==> src/rtl/apn_pkg.sv <==
// shared types, codes and sizes of the absolute path normalizer
// no dependencies; apn_front, apn_back and the core refer to it by scoped names
`default_nettype none

package apn_pkg;

    localparam int PATH_MAX  = 4096;
    localparam int BYTE_W    = 8;
    localparam int IDX_W     = 12;
    localparam int LEN_W     = 12;
    localparam int MID_DEPTH = 2;
    localparam int OUT_DEPTH = 4;
    localparam int OUT_CNT_W = $clog2(OUT_DEPTH + 1);

    localparam logic [BYTE_W-1:0] CH_SLASH = 8'h2F;
    localparam logic [BYTE_W-1:0] CH_DOT   = 8'h2E;

    typedef enum logic {
        KIND_BYTE = 1'b0,
        KIND_READ = 1'b1
    } t_kind;

    typedef enum logic [1:0] {
        ST_OK        = 2'd0,
        ST_OVERFLOW  = 2'd1,
        ST_MALFORMED = 2'd2
    } t_status;

    typedef enum logic [1:0] {
        DOTS_NONE  = 2'd0,
        DOTS_ONE   = 2'd1,
        DOTS_TWO   = 2'd2,
        DOTS_OTHER = 2'd3
    } t_dots;

    typedef struct packed {
        t_kind              kind;
        logic               last;
        logic               is_slash;
        logic               is_dot;
        logic               malformed;
        logic               idx_ok;
        logic [BYTE_W-1:0]  path_byte;
        logic [IDX_W-1:0]   read_index;
    } t_item;

    typedef struct packed {
        logic               is_readback;
        t_status            status;
        logic [LEN_W-1:0]   length;
        logic [BYTE_W-1:0]  read_byte;
    } t_result;

endpackage

`default_nettype wire

==> src/rtl/apn_front.sv <==
// front end: takes input beats, classifies the byte and tracks the first byte of a path
// depends on apn_pkg
`default_nettype none

module apn_front #(
    parameter int PATH_MAX = apn_pkg::PATH_MAX
) (
    input  wire logic                       i_clk,
    input  wire logic                       i_rst_n,
    input  wire logic                       i_push,
    input  wire logic                       i_kind,
    input  wire logic [apn_pkg::BYTE_W-1:0] i_path_byte,
    input  wire logic                       i_last,
    input  wire logic [apn_pkg::IDX_W-1:0]  i_read_index,
    input  wire logic                       i_mid_full,
    output logic                            o_push,
    output apn_pkg::t_item                  o_item
);

    logic r_first;
    logic n_first;
    logic accept;

    assign accept = i_push && !i_mid_full;
    assign o_push = i_push;

    always_comb begin
        o_item.kind       = apn_pkg::t_kind'(i_kind);
        o_item.last       = i_last;
        o_item.is_slash   = (i_path_byte == apn_pkg::CH_SLASH);
        o_item.is_dot     = (i_path_byte == apn_pkg::CH_DOT);
        o_item.malformed  = r_first && (i_path_byte != apn_pkg::CH_SLASH);
        o_item.idx_ok     = (32'(i_read_index) < 32'(PATH_MAX));
        o_item.path_byte  = i_path_byte;
        o_item.read_index = i_read_index;
    end

    always_comb begin
        n_first = r_first;
        if (accept && (apn_pkg::t_kind'(i_kind) == apn_pkg::KIND_BYTE)) begin
            n_first = i_last;
        end
    end

    always_ff @(posedge i_clk) begin
        if (!i_rst_n) begin
            r_first <= 1'b1;
        end else begin
            r_first <= n_first;
        end
    end

endmodule

`default_nettype wire

==> config.mk <==
export PLATFORM = sky130hd
export DESIGN_NAME = apn_front
export DESIGN_NICKNAME = d
export VERILOG_FILES = /design/src/rtl/apn_pkg.sv /design/src/rtl/apn_front.sv
export SDC_FILE = /design/constraint.sdc
export NUM_CORES = 1
export LEC_CHECK = 0
export BUFFER_PORTS_ARGS = -buffer_cell sky130_fd_sc_hd__buf_2
export CAP_MARGIN = 20
export CORE_AREA = 2 2 39 41
export CTS_CLUSTER_SIZE = 40
export DETAILED_ROUTE_END_ITERATION = 12
export DIE_AREA = 0 0 41 43
export PLACE_DENSITY = 0.73
export SYNTH_ARGS = -nofsm -noshare
export SYNTH_HDL_FRONTEND = slang
export SYNTH_SLANG_ARGS = --single-unit
==> constraint.sdc <==
create_clock -name i_clk -period 0.85 [get_ports i_clk]
set_input_delay 0.085 -clock i_clk [delete_from_list [all_inputs] [get_ports i_clk]]
set_output_delay 0.085 -clock i_clk [all_outputs]
set_load 0.005 [all_outputs]
Word level (Yosys, flattened, before mapping) --
Cells that the tools add are included.
Cells by class: eq/ne operators 3, bitwise gates (word level) 1, reductions and logical operators 4
Operator list (number):
- 8-bit by 6-bit equality test with 1-bit output (second input constant) | 2
- 8-bit by 6-bit != test with 1-bit output (second input constant) | 1
- 1-bit logical AND | 3
- 1-bit zero test | 1
- 1-bit inverter | 1
Word-level totals: bits in registers 1, bits of input ports 26, output and inout port bits 27, word-level logic and storage cells 9

Depth between registers and ports, before layout --
depth after elaboration 3, mapped depth 2, gate-level depth less buffers 2

Least setup slack after synthesis --
No wires, ideal clock.
path type input to output, start input i_path_byte[4] (netlist name), end output o_item[21] (netlist name), arrival 619 ps, data required time 765 ps, slack 146 ps, cell stages on the path 2, path buffers 0, path through nand4b_4 > o41a_1
RTL lines:
- from (decl) | line apn_front.sv:12 | input wire logic [apn_pkg::BYTE_W-1:0] i_path_byte,
- to (decl) | line apn_front.sv:17 | output apn_pkg::t_item o_item

==> impl_metrics.toml <==
[run_status]
status = "complete, but fails checks"
failed_checks = "negative setup slack"

[sta]
totalNegativeSetupSlack_ns = -0.156
rsz_0062_raised_after_global_routing = "true"
fin_hold_viols = 0
setup_slack_of_the_critical_path_after_layout_ns = -0.0755
finalCritPeriodShare = 1.09
fmax_mhz = 1080
fin_crit_ns = 0.926
final.setup_skew_ns = 0
timing.final.setup_violations = 3
report.final.slew_viol_count = 0

[global_route]
grtUsageTotal = 0.0530
globalRoute.totalOverflow = 0
first_global_vias = 211
antenna_found_initial = 0
grt_start_max_net_pins = 5
grt_first_pass_wirelength_um = 710

[route]
drt_wl_total_um = 605
routedWlPerCell_um = 10.6
detail-route-antenna-nets = 0
vias_per_cell = 4.00
detail_route.iter0.violations = 1
dr.pass1.iters = 3
via_count = 228
drc = 0

[yosys]
yosys_warnings = 0
synth-async-reset-ratio = 0
synth_ff_type = "dfxtp_1"
syn_nets = 62
synth_seq_area_share = 0.0687
post_synth.cell_area_avg_sq_um = 8.10
synth_top_area_frac = 0.618
synth.ff_latch_count = 1
syn-cell-area_sq_um = 292
cell_count_after_synthesis = 36
yosysUniqueCellTypes = 12
netlist_top_cells_area = "buf_4 62%, nand4b_4 8.2%, dfxtp_1 6.9%, nor4_1 4.3%, nand4bb_1 3.9%"
synth_common_cells = "24 x buf_4, 2 x nor4_1"
synth-edff-count = 0
synth_area_leader_cell = "buf_4"
yosys.cell_count.top_type = "buf_4"

[critical_path]
critical_path_class = "primary input to primary output"
crit_path_max_fanout = 2
critPathArrivalTime_ns = 0.84
setup.worst_path.start_class = "primary input"
required_time_reported_for_the_critical_path_endpoint_ns = 0.76
path_cells = "buf_6 -> nand4b_4 -> buf_6 -> nor4_4 -> buf_2"
cp-end-kind = "primary output"
crit_path_frequent_cell = "buf_6"
crit_path_top_delay_cell = "nor4_4"
timing.critical_path.slowest_cell_delay_ns = 0.21

[finish]
num-nets-final = 69
largest-register = "r_first"
drive_above_1_share = 0.780
largest_registers = "r_first x1"
flip_flop_count_of_the_largest_register_after_layout = 1
post-route-cell-area_sq_um = 313
antenna-diode-count = 0
layout-area-overhead-vs-synth_pct = 7.30

[placed_design]
gp_routability_congestion = 0.632
postPlaceCellArea_sq_um = 282
detailedPlacementHpwl_um = 489
port-buffer-count = 27

[floorplan]
num_rows = 14
fp.coreArea_sq_um = 1380
die_h_um = 43
fp.dieW_um = 41
floorplan.die_area_sq_um = 1760
initial_core_util = 0.211
io_pins = 53

[worst_hold_path]
hold_class = "primary input to primary output"

[pwr]
maximum_resistive_drop_on_vdd_mv = 0.276
power_density_nw_per_um2 = 522
power.leakage_nw = 0.170

[clock_network]
post-cts-setup-buffers = 0
worstSkewPairLatency_ns = 0

[job]
maxCapViolations = 0
## layout by cell type, fill, tap and decap left out
master and instances:
nor3b_1 1, conb_1 1, o211ai_1 1, buf_2 26, nand4bb_1 1, nand4b_4 1
buf_4 1, nor4_4 1, nand2_1 1, buf_6 2, o41a_1 1, dfxtp_1 1
nor4_2 1, inv_1 1, nand2b_1 1
## routing by layer
layer  part of all wire  wire length, um  global-route usage  vias to the layer above
met3               0.15               92              0.0105                        0
met4                  0                0                   0                        0
met1               0.30              180              0.0476                       99
met2               0.55              332               0.113                       24
li1                   -                -                   -                      105
met5                  0                0                   0                        -
## critical path: cells and delay by family
kind,cells,cell delay (ns)
buffers and inverters,3,0.39
and+or+nand+nor,2,0.37
## final timing paths
kind	from	to	slack (ns)	depth (start not counted)
worst min-delay path	i_read_index[10]	o_item[10]	0.17	0
worst max-delay path	i_path_byte[4]	o_item[22]	-0.08	5
worst max register to register	r_first$_SDFFE_PN1P_	r_first$_SDFFE_PN1P_	0.25	2
worst min register to register	r_first$_SDFFE_PN1P_	r_first$_SDFFE_PN1P_	0.50	2
## repair_timing
| item | 4_1_cts | 5_1_grt |
|---|---|---|
| endpoints found under the setup margin | 3 | 3 |
| hold buffers | 0 | 0 |
| resized for setup | 4 | 1 |
| pin swaps | 1 | 0 |
## cells by family (layout without fill, tap and decap cells)
family	Yosys count	after routing	share of synthesized area
other	1	1	0.0129
DFF	1	1	0.0687
and+or+nand+nor	7	7	0.223
AOI/OAI and AO/OA	2	2	0.0644
buffers and inverters	25	30	0.631
## power by group
group          leakage [nW]  switching (mW)  internal [mW]
Combinational         0.162          0.0504         0.0611
Clock                     0               0              0
Sequential          0.00822         0.00129         0.0504
## layout make-up
cell class,count,area [sq um]
multi-input cells,10,109
well taps,16,20.0
inverters,1,3.75
repair buffers,29,160
flip-flops and latches,1,20.0
fillers,162,1070
## through the flow
| step | hold slack, ns | setup slack, ns | std cells | utilization | power (mW) |
|---|---|---|---|---|---|
| 2_1_floorplan | 0.174 | 0.146 | 36 | - | 0.160 |
| 3_3_place_gp | 0.170 | -0.0843 | 57 | 0.203 | 0.150 |
| 3_5_place_dp | 0.170 | -0.123 | 57 | 0.203 | 0.152 |
| 4_1_cts | 0.170 | -0.0589 | 57 | 0.220 | 0.160 |
| 5_1_grt | 0.170 | -0.126 | 57 | 0.226 | 0.176 |
| 6_report | 0.170 | -0.0755 | 57 | 0.226 | 0.163 |
Note: power is estimated with default switching activity, not from simulation.
