$ cat src/rtl/apn_fifo.sv
// small register queue, used between front and back and for results
// no dependencies
`default_nettype none

module apn_fifo #(
    parameter int WIDTH = 8,
    parameter int DEPTH = 2,
    localparam int PTR_W = $clog2(DEPTH),
    localparam int CNT_W = $clog2(DEPTH + 1)
) (
    input  wire logic             i_clk,
    input  wire logic             i_rst_n,
    input  wire logic             i_push,
    input  wire logic [WIDTH-1:0] i_data,
    output logic                  o_full,
    input  wire logic             i_pop,
    output logic                  o_empty,
    output logic      [WIDTH-1:0] o_data,
    output logic      [CNT_W-1:0] o_count
);

    logic [WIDTH-1:0] r_mem [DEPTH];
    logic [PTR_W-1:0] r_wr_ptr;
    logic [PTR_W-1:0] r_rd_ptr;
    logic [CNT_W-1:0] r_count;
    logic [PTR_W-1:0] n_wr_ptr;
    logic [PTR_W-1:0] n_rd_ptr;
    logic [CNT_W-1:0] n_count;
    logic             push_go;
    logic             pop_go;

    assign o_full  = (r_count == CNT_W'(DEPTH));
    assign o_empty = (r_count == '0);
    assign o_data  = r_mem[r_rd_ptr];
    assign o_count = r_count;
    assign push_go = i_push && !o_full;
    assign pop_go  = i_pop && !o_empty;

    always_comb begin
        n_wr_ptr = r_wr_ptr;
        n_rd_ptr = r_rd_ptr;
        if (push_go) begin
            n_wr_ptr = (r_wr_ptr == PTR_W'(DEPTH - 1)) ? '0 : r_wr_ptr + PTR_W'(1);
        end
        if (pop_go) begin
            n_rd_ptr = (r_rd_ptr == PTR_W'(DEPTH - 1)) ? '0 : r_rd_ptr + PTR_W'(1);
        end
        unique case ({push_go, pop_go})
            2'b10:   n_count = r_count + CNT_W'(1);
            2'b01:   n_count = r_count - CNT_W'(1);
            default: n_count = r_count;
        endcase
    end

    always_ff @(posedge i_clk) begin
        if (!i_rst_n) begin
            r_wr_ptr <= '0;
            r_rd_ptr <= '0;
            r_count  <= '0;
        end else begin
            r_wr_ptr <= n_wr_ptr;
            r_rd_ptr <= n_rd_ptr;
            r_count  <= n_count;
        end
    end

    always_ff @(posedge i_clk) begin
        if (push_go) begin
            r_mem[r_wr_ptr] <= i_data;
        end
    end

endmodule

`default_nettype wire

$ cat config.mk
export PLATFORM = sky130hd
export DESIGN_NAME = apn_fifo
export DESIGN_NICKNAME = d
export VERILOG_FILES = /design/src/rtl/apn_fifo.sv
export SDC_FILE = /design/constraint.sdc
export NUM_CORES = 1
export LEC_CHECK = 0
export ABC_AREA = 0
export BUFFER_PORTS_ARGS = -buffer_cell sky130_fd_sc_hd__buf_4
export CELL_PAD_IN_SITES_DETAIL_PLACEMENT = 1
export CELL_PAD_IN_SITES_GLOBAL_PLACEMENT = 1
export CORE_MARGIN = 1
export CORE_UTILIZATION = 35
export CTS_BUF_LIST = sky130_fd_sc_hd__clkbuf_16
export DETAILED_ROUTE_END_ITERATION = 6
export GPL_TIMING_DRIVEN = 0
export PLACE_DENSITY = 0.78
export SLEW_MARGIN = 40
export SYNTH_ARGS = -nofsm -noshare
export SYNTH_HDL_FRONTEND = slang
export SYNTH_SLANG_ARGS = --single-unit
$ cat constraint.sdc
create_clock -name i_clk -period 1.4 [get_ports i_clk]
set_clock_uncertainty 0.1 [all_clocks]
set_input_delay 0.14 -clock i_clk [delete_from_list [all_inputs] [get_ports i_clk]]
set_output_delay 0.14 -clock i_clk [all_outputs]
set_load 0.05 [all_outputs]
* Yosys cells after proc, flatten, opt, wreduce, memory -nomap -nowiden *
Memories as Yosys holds them, arrays and structs flattened. A register that Yosys moved wholly into a read port is not among the register bits.
Cells that the tools add are included.

word-level totals
  bits in registers = 4
  bits in latches = 0
  RAM bits = 16
  bits in read-only memories = 0
  output and inout port bits = 12
  memories = 1

memories
  memory  depth  bits a word  rd ports  clocked after memory_dff  wr ports  line  RTL
  r_mem   2      8            1         1                         1         22    logic [WIDTH-1:0] r_mem [DEPTH];

operators by class
  $add $sub $neg = 4
  multiply operators = 0
  div/mod/pow operators = 0
  magnitude comparators = 0
  eq/ne operators = 3
  shifts and indexed selects = 0
  muxes and demuxes = 7
  bitwise logic cells = 0
  reductions and logical operators = 6

operators by type and width
  kind                   number
  $mux W1                6
  $eq A2 B2 Y1 const B   2
  $pmux W2 S2            1
  $add A1 B1 Y1 const B  2
  $add A2 B1 Y2 const B  1
  $eq A2 B1 Y1 const B   1
  $logic_and A1 B1 Y1    2
  $logic_not A1 Y1       2
  $logic_not A2 Y1       1
  $reduce_bool A2 Y1     1
  $sub A2 B1 Y2 const B  1

* Depth between registers and ports, before layout *
Gate-level depths: netlist of run 1.

  depth in word-level cells = 5
  gate-level depth with buffers = 6
  depth with buffers taken out = 6

* Least setup slack after synthesis of run 1 *
No wires, ideal clock.

  kind = register to register
  from = register r_count[0] (netlist: o_count[0])
  to = memory r_mem[0][0] (enable)
  library setup time = 324 ps
  data arrival time = 1615 ps
  required time = 976 ps
  setup slack = -639 ps
  cell stages (with the launch flop) = 5
  path buffers = 0
  period minus slack after synthesis = 2039 ps
  cell sequence = dfxtp_1 -> nand2b_2 -> inv_2 -> or3_1 -> inv_1

between the ends
  word-level cells in the longest chain between the ends = 5

ends and longest elaborated chain
  what                           line  RTL
  from (decl)                    25    logic [CNT_W-1:0] r_count;
  from (signal assigned)         63    r_count <= n_count;
  $eq A2 B2 Y1                   32    assign o_full = (r_count == CNT_W'(DEPTH));
  net o_full                     15    output logic o_full,
  $logic_not A1 Y1               36    assign push_go = i_push && !o_full;
  $logic_and A1 B1 Y1            36
  $mux W1                        68    if (push_go) begin
  $mux W1 (not written as such)  69    r_mem[r_wr_ptr] <= i_data;
  to (decl)                      22

The timed path passes the listed nets, and every way through them passes these cells.

* Worst setup path in the final report of run 1 *
  from = register r_count[0] (netlist: o_count[0])
  to = register r_count[1] (netlist: o_count[1])

between the ends
  word-level cells in the longest chain between the ends = 5
  elaborated cells on any way between the ends = 12

ends and longest elaborated chain
  what                                                      line  RTL
  $logic_not A2 Y1 (*)                                      33    assign o_empty = (r_count == '0);
  $logic_not A1 Y1 (*)                                      37    assign pop_go = i_pop && !o_empty;
  $logic_and A1 B1 Y1 (*)                                   37
  net pop_go                                                30    logic pop_go;
  $eq A2 B1 Y1 / $eq A2 B2 Y1 (equally long branches)       48    unique case ({push_go, pop_go})
  $pmux W2 S2 / $reduce_bool A2 Y1 (equally long branches)  n/a

Mark *: on every way through the listed nets, which the timed path passes. The rest lies on a longest branch.
A chain may end at the register's enable or synchronous reset.

==> results_dict.tcl, run 1 <==
set metrics [dict create \
    outcome "finished with violations" \
    violations "negative setup slack" \
    io_pins 24 \
    dieArea_mm2 0.00251 \
    crit_path_end_kind "flop" \
    antenna_found_initial 0 \
    setup_tns_ps -649 \
    fp-row-count 17 \
    setup_viol_count_final 13 \
    start_kind "flop" \
    routedWlPerCell_um 15.5 \
    die_w_um 50.1 \
    antenna_cells 0 \
    grt_use_total_pct 16.1 \
    yosys.area.top_type "edfxtp_1" \
    cts_num_sinks 21 \
    hold_viol 0 \
    dp.cells 102 \
    gr-total-overflow 0 \
    worst_slew_pin_slew_ps 210 \
    ys_ff_latch 21 \
    ys_seq_area_share_pct 71.6 \
    clk_pin_slew_ps 60 \
    yosysWarningCount 0 \
    place_worst_setup_slack_ps -98.8 \
    mostFrequentLayoutCells "buf_4, edfxtp_1, buf_6" \
    cp_max_fo 4 \
    multi_input_area_um2 292 \
    dpl_cell_area_mm2 0.00106 \
    synth_area_leaders "edfxtp_1, dfxtp_1, mux2_2, xnor2_1, a21boi_1" \
    hold_class "in -> reg" \
    ir_drop_uv 1470 \
    coreArea_mm2 0.00219 \
    dp_hpwl_um 1050 \
    layout_min_cycle_time_ps 1490 \
    syn2layout_area_growth_pct 66.0 \
    synthCells 51 \
    slew_headroom_pct 86.0 \
    final-seq-area_um2 592 \
    routed_wl_um 1830 \
    post_synth.cell_area_avg_um2 15.9 \
    grt_pass1_wl_um 2740 \
    die_height_um 50.1 \
    finalWorstSetupSlack_ps -92.7 \
    synth_nets 64 \
    vias_per_cell 4.57 \
    crit_arrival_ps 1570 \
    fillerInstances 217 \
    drcViolationCount 0 \
    grt_pass1_vias 594 \
    io_buffers 23 \
    vias 539 \
    initial_core_util_pct 37.0 \
    htreeDepth 1 \
    yosys.area.top_type_share_pct 59.3 \
    first_iter_violations 1 \
    cts_buffer_depth 2 \
    fmax_mhz 670 \
    leakagePower_nw 0.545 \
    cts_buffers 3 \
    stdcell_area_mm2 0.00135 \
    fin_crit_sh_pct 107 \
    gp_congestion 0.641 \
    power_density_mw_per_mm2 2250 \
    grt_max_degree 13 \
    clock_latency_ps 250 \
    netlist_area_um2 811 \
    layout_commonest_cell "buf_4" \
    stdcell_count 118 \
    rsz0062_at_grt "yes" \
    nets 104 \
    cp_data_required_time_ps 1480 \
    ys_types 18 \
    crit_type "reg -> reg" \
    root_buffer "clkbuf_16" \
    tritoncts "done" \
    first_pass_iters 2 \
    drive_gt1_share_pct 57.8 \
    drv_cap 0 \
    slew_violations 0 \
    ant_nets 0 \
]
==> worst paths after layout <==
path,to,cells past startpoint,startpoint,slack (ps)
worst max register to register,o_count[1],5,o_count[0],-90
worst min register to register,r_wr_ptr,2,r_wr_ptr,420
worst min-delay path,o_count[0],2,i_rst_n,20
worst max-delay path,o_count[1],5,o_count[0],-90
==> sequential cells by signal (all words and copies together) (netlist names), named ones only <==
register and count:
r_mem 16, o_count 2, r_rd_ptr 1, r_wr_ptr 1
==> what timing repair did <==
item	CTS	global route
endpoints found under the setup margin	25	25
hold buffers	8	0
setup buffers	5	0
hold endpoints to repair	16	0
gates resized for setup	20	6
pin swaps	1	1
==> synth_stat cells <==
cell and n:
or3_1 2, edfxtp_1 16, ha_1 1, and2_1 1, nand2_1 1, mux2_2 8
and3_1 1, inv_2 1, o21a_1 1, o21ai_0 2, nand2b_2 1, dfxtp_1 5
a21boi_1 2, clkbuf_1 1, nor2b_1 2, nor2_1 1, inv_1 2, xnor2_1 3
==> metrics by stage <==
stage          hold WS [ps]  util, %  total power (W)
6_report               23.9     61.5          0.00303
3_5_place_dp            228     48.3          0.00214
5_1_grt                28.2     61.5          0.00315
4_1_cts                23.4     60.5          0.00300
2_1_floorplan           139        -          0.00181
3_3_place_gp            226     48.3          0.00211
==> report_power, final <==
part,switching (W),internal (W),total (W)
sequential,0.000120,0.000829,0.000949
combinational,0.000820,0.000670,0.00149
clock,0.000211,0.000383,0.000594
==> metal layers <==
layer  global-route usage, %  routed length [um]
met3                    3.03                  97
met1                    15.5                 703
met4                    11.4                  43
met2                    30.0                 984
met5                       0                   0
==> logic make-up (layout without fill, tap and decap cells) <==
group                      Yosys count  after routing  share of synthesized area [%]
adders and majority gates            1              1                           1.54
buffers and inverters                4             43                           1.85
xor gates and xnor gates             3              3                           3.24
and+or+nand+nor                      9              9                           6.64
AOI/OAI and AO/OA                    5              5                           4.01
DFF                                 21             21                           71.6
muxes                                8              8                           11.1
==> critical path, stage by stage, from the launching register on <==
cell and delay (ps):
dfxtp_4 360, o21a_4 220, ha_4 160, xnor2_2 130
or3_1 320, a21boi_1 130
==> layout make-up <==
| type | count | area share, % |
|---|---|---|
| sequential | 21 | 44.0 |
| timing repair buffer | 36 | 24.1 |
| multi-input combinational | 26 | 21.7 |
| clock buffer | 3 | 5.58 |
| tap | 28 | 2.60 |
| inverter | 3 | 1.77 |
| clock inverter | 1 | 0.372 |
Note: power is estimated with default switching activity, not from simulation.
==> run 2: changes to the inputs <==
Settings changed: CORE_UTILIZATION 35 to 42, PLACE_DENSITY 0.78 to 0.87, SLEW_MARGIN 40 to 20.
Clock period 1.4 ns to 1.8 ns, I/O delays scaled along.
==> results_dict.tcl, run 2 (synthesis results as in run 1) <==
set metrics [dict create \
    setup_tns_ps 0 \
    layout_min_cycle_time_ps 1630 \
    grt_pass1_wl_um 2170 \
    start_kind "flop" \
    coreArea_mm2 0.00176 \
    setup_viol_count_final 0 \
    crit_path_end_kind "output pin" \
    antenna_cells 0 \
    ir_drop_uv 1370 \
    vias_per_cell 4.83 \
    gr-total-overflow 0 \
    ctsHoldBuffers 0 \
    cp_max_fo 8 \
    ff2ff_path_depth 4 \
    htreeDepth 1 \
    first_pass_iters 2 \
    holdPathStages 1 \
    initial_core_util_pct 46.0 \
    cp.depth 2 \
    cp_slowest_cell "dfxtp_1" \
    routedWlPerCell_um 14.5 \
    dp_hpwl_um 1040 \
    syn2layout_area_growth_pct 35.0 \
    io_buffers 23 \
    outcome "complete, no violations" \
    hold_viol 0 \
    grt_pass1_vias 494 \
    io_pins 24 \
    slew_headroom_pct 72.8 \
    cts_num_sinks 21 \
    vias 493 \
    clock_latency_ps 250 \
    die_w_um 45.9 \
    layout_commonest_cell "buf_4" \
    leakagePower_nw 0.439 \
    rsz0062_at_grt "no" \
    antenna_found_initial 0 \
    cts_buffer_depth 2 \
    cp_data_required_time_ps 1520 \
    crit_arrival_ps 1350 \
    stdcell_area_mm2 0.00109 \
    fp-row-count 15 \
    largest-register "r_mem" \
    grt_max_degree 12 \
    cpLargestDelayFamily "flip-flops" \
    cts_setup_buffers 0 \
    ant_nets 0 \
    crit_chain "mux2_2 -> buf_4" \
    nets 91 \
    fillerInstances 191 \
    root_buffer "clkbuf_16" \
    drv_cap 0 \
    p_total_w 0.00204 \
    grt_use_total_pct 15.9 \
    cts_resized 0 \
    whs_ps 16.3 \
    routed_wl_um 1480 \
    die_height_um 45.9 \
    power_density_mw_per_mm2 1860 \
    cts_buffers 3 \
    first_iter_violations 2 \
    slew_violations 0 \
    fmax_mhz 613 \
    path_buf_inv 1 \
    clk_pin_slew_ps 50 \
    crit_type "reg -> out" \
    gp_congestion 0.644 \
    tritoncts "done" \
    post-route-util_pct 62.1 \
    largest_reg_flops 16 \
    worst_slew_pin_slew_ps 408 \
    hold_class "in -> reg" \
    drcViolationCount 0 \
    fin_crit_sh_pct 90.6 \
    drive_gt1_share_pct 49.4 \
    slowest_delay_ps 530 \
    mostFrequentLayoutCells "buf_4, edfxtp_1, mux2_2" \
    dpl_cell_area_mm2 0.00102 \
    dieArea_mm2 0.00211 \
]
run 2: changes by cell type in the layout (fill, tap and decap cells not counted), sizes merged:
cell | before | now
dlygate4sd3 | 8 | 0
inv | 2 | 4
clkinv | 2 | 0
buf | 28 | 23
run 2: final timing paths:
path                   start           to  slack (ps)
setup / recovery        flop    o_data[2]         170
hold / removal     i_data[3]  r_mem[1][3]          20
setup reg to reg  o_count[0]  r_mem[0][0]         190
hold reg to reg     r_wr_ptr     r_wr_ptr         400
run 2: final cells by class:
class	instances	area [um2]	share of cell area (%)
well taps	25	31.3	2.86
clock buffers	3	75.1	6.86
inverters	3	11.3	1.03
repair buffers	23	173	15.8
clock inverters	1	3.75	0.343
flip-flops and latches	21	586	53.5
multi-input cells	26	215	19.7
run 2: routing by layer:
layer | routed length, um | GRT usage [%]
met5 | 0 | 0
met4 | 21 | 8.82
met3 | 65 | 3.97
met2 | 779 | 28.5
met1 | 617 | 16.7
run 2: through the flow:
step / setup WS (ps) / cells
5_1_grt: 122 / 102
3_5_place_dp: 196 / 99
4_1_cts: 7.54 / 103
2_1_floorplan: 102 / 51
3_3_place_gp: 217 / 99
6_report: 169 / 102
run 2: report_power, final:
| group | internal, W | leakage [nW] | total [W] | switching, W |
|---|---|---|---|---|
| Clock | 0.000295 | 0.0423 | 0.000447 | 0.000152 |
| Sequential | 0.000635 | 0.192 | 0.000715 | 0.0000795 |
| Combinational | 0.000311 | 0.205 | 0.000875 | 0.000564 |
==> run 3: changes to the inputs <==
Settings changed: ABC_AREA 0 to 1, CORE_UTILIZATION 42 to 41.
==> results_dict.tcl, run 3 <==
set metrics [dict create \
    cpLargestDelayFamily "buffers and inverters" \
    async_reset_ff_share_pct 0 \
    cp_slowest_cell "mux2_2" \
    rr_endpoint "o_count[1]" \
    hp-start "i_data[6]" \
    synth_edf_count 16 \
    drive_gt1_share_pct 50.0 \
    hold_viol 0 \
    first_iter_violations 7 \
    fin_crit_sh_pct 92.0 \
    clock_latency_ps 250 \
    synthFlopType "edfxtp_1" \
    largest_reg_flops 16 \
    start_kind "flop" \
    yosys.area_share.simple_pct 12.8 \
    p_total_w 0.00173 \
    slew_headroom_pct 72.3 \
    gr-total-overflow 0 \
    layout_commonest_cell "buf_4" \
    grt_use_total_pct 15.5 \
    vias 550 \
    dieArea_mm2 0.00223 \
    grt_max_degree 13 \
    crit_type "reg -> out" \
    synth_compound_area_share_pct 1.19 \
    final-seq-area_um2 583 \
    synthAdderAreaFrac_pct 1.49 \
    multi_input_area_um2 228 \
    outcome "complete, no violations" \
    ctsHoldBuffers 0 \
    initial_core_util_pct 43.2 \
    io_buffers 23 \
    setup_viol_count_final 0 \
    fmax_mhz 604 \
    nets 106 \
    layout_min_cycle_time_ps 1660 \
    mostFrequentLayoutCells "buf_4, edfxtp_1, mux2_2, nor2_1" \
    synth_nets 78 \
    yosysWarningCount 0 \
    io_pins 24 \
    drcViolationCount 0 \
    die_w_um 47.3 \
    ys_seq_area_share_pct 69.2 \
    fillerInstances 211 \
    syn2layout_area_growth_pct 35.3 \
    fp-row-count 16 \
    synthMuxAreaShare_pct 10.7 \
    cts_num_sinks 21 \
    synthCells 65 \
    grt_pass1_vias 518 \
    cp.depth 3 \
    coreArea_mm2 0.00194 \
    drv_cap 0 \
    hold_class "in -> reg" \
    dp.cells 115 \
    power_density_mw_per_mm2 1520 \
    r2r_start "o_count[1]" \
    vias_per_cell 4.62 \
    whs_ps 10.9 \
    crit_chain "buf_2 -> mux2_2 -> buf_4" \
    cts_buffer_depth 2 \
    htreeDepth 1 \
    leakagePower_nw 0.482 \
    tritoncts "done" \
    gp_congestion 0.649 \
    ff2ff_path_depth 10 \
    yosys.area.top_type_share_pct 57.2 \
    cts_buffers 3 \
    yosys.area.top_type "edfxtp_1" \
    first_pass_iters 4 \
    cp_data_required_time_ps 1520 \
    routedWlPerCell_um 13.5 \
    path_buf_inv 2 \
    synth.cells.most_frequent "edfxtp_1, nor2_1, mux2_2, inv_1, nand2_1" \
    cp_max_fo 8 \
    clk_pin_slew_ps 60 \
    hold-path-endpoint "r_mem[1][6]" \
    yosys.cell_count.top_type "edfxtp_1" \
    rsz0062_at_grt "no" \
    post-route-util_pct 58.5 \
    routed_wl_um 1610 \
    ant_nets 0 \
    ys_types 16 \
    post_synth.cell_area_avg_um2 12.9 \
    slew_violations 0 \
    holdPathStages 1 \
    worst_slew_pin_slew_ps 415 \
    slowest_delay_ps 370 \
    grt_pass1_wl_um 2240 \
    crit_path_end_kind "output pin" \
    die_height_um 47.3 \
    r2r_slack_ps 220 \
    synth_xor_area_share_pct 0 \
    synth_top_family_by_area "simple AND/OR/NAND/NOR gates" \
    stdcell_count 119 \
    ys_ff_latch 21 \
    crit_arrival_ps 1380 \
    largest-register "r_mem" \
    netlist_area_um2 840 \
    antenna_found_initial 0 \
    antenna_cells 0 \
    synth_area_leaders "edfxtp_1, dfxtp_1, mux2_2, nor2_1, inv_1" \
    root_buffer "clkbuf_16" \
    dp_hpwl_um 1170 \
    ir_drop_uv 979 \
]
## run 3: cell types whose count changed after synthesis, moves of 2 or more
cell / delta
a21boi_1: -2
nor2_2: +3
nand2_1: +6
nor2b_1: -2
xnor2_1: -3
inv_1: +5
nor2_1: +8
or3_1: -2
## run 3: stage by stage
step | setup WS [ps] | area [um2] | setup TNS (ps)
2_1_floorplan | -6.83 | 847 | -6.83
3_3_place_gp | 103 | 1050 | 0
3_5_place_dp | 63.6 | 1050 | 0
4_1_cts | 52.9 | 1130 | 0
5_1_grt | 106 | 1140 | 0
6_report | 143 | 1140 | 0
## run 3: repair_timing
action	CTS	global route
buffers inserted	0	0
setup endpoints to repair	0	8
gates resized for setup	0	1
## run 3: worst max path at each step
| stage | start | endpoint | slack (ps) |
|---|---|---|---|
| 4_1_cts | o_count[1] | r_mem[0][5] | 50 |
| 6_report | flop | o_data[3] | 140 |
| 5_1_grt | flop | o_data[3] | 110 |
| 3_5_place_dp | o_count[1] | r_mem[0][2] | 60 |
| 3_3_place_gp | o_count[1] | r_mem[0][2] | 100 |
| 2_1_floorplan | o_count[1] | o_count[1] | -7 |
## run 3: cells by family after synthesis
kind of cell	after synthesis
AND/OR/NAND/NOR	23
flip-flops	21
buffers and inverters	10
multiplexers	8
AO/OA/AOI/OAI	2
adder cells (fa/ha/maj)	1
## run 3: area by class of cell
class | instances | share of cell area (%)
Timing Repair Buffer | 23 | 15.2
Tap cell | 27 | 2.97
Inverter | 9 | 2.97
Buffer | 1 | 0.441
Clock inverter | 1 | 0.441
Sequential cell | 21 | 51.3
Clock buffer | 3 | 6.61
Multi-Input combinational cell | 34 | 20.0
## run 3: power breakdown
| part | switching, W | internal (W) |
|---|---|---|
| Combinational | 0.000426 | 0.000200 |
| Sequential | 0.0000377 | 0.000598 |
| Clock | 0.000168 | 0.000298 |
| Total | 0.000632 | 0.00110 |
## run 3: metal layers
layer | track usage, % | share of wire, % | vias up
li1 | - | - | 271
met1 | 14.4 | 38 | 257
met2 | 30.1 | 54 | 18
met3 | 2.69 | 5.8 | 4
met4 | 10.3 | 2.2 | 0
met5 | 0 | 0 | -
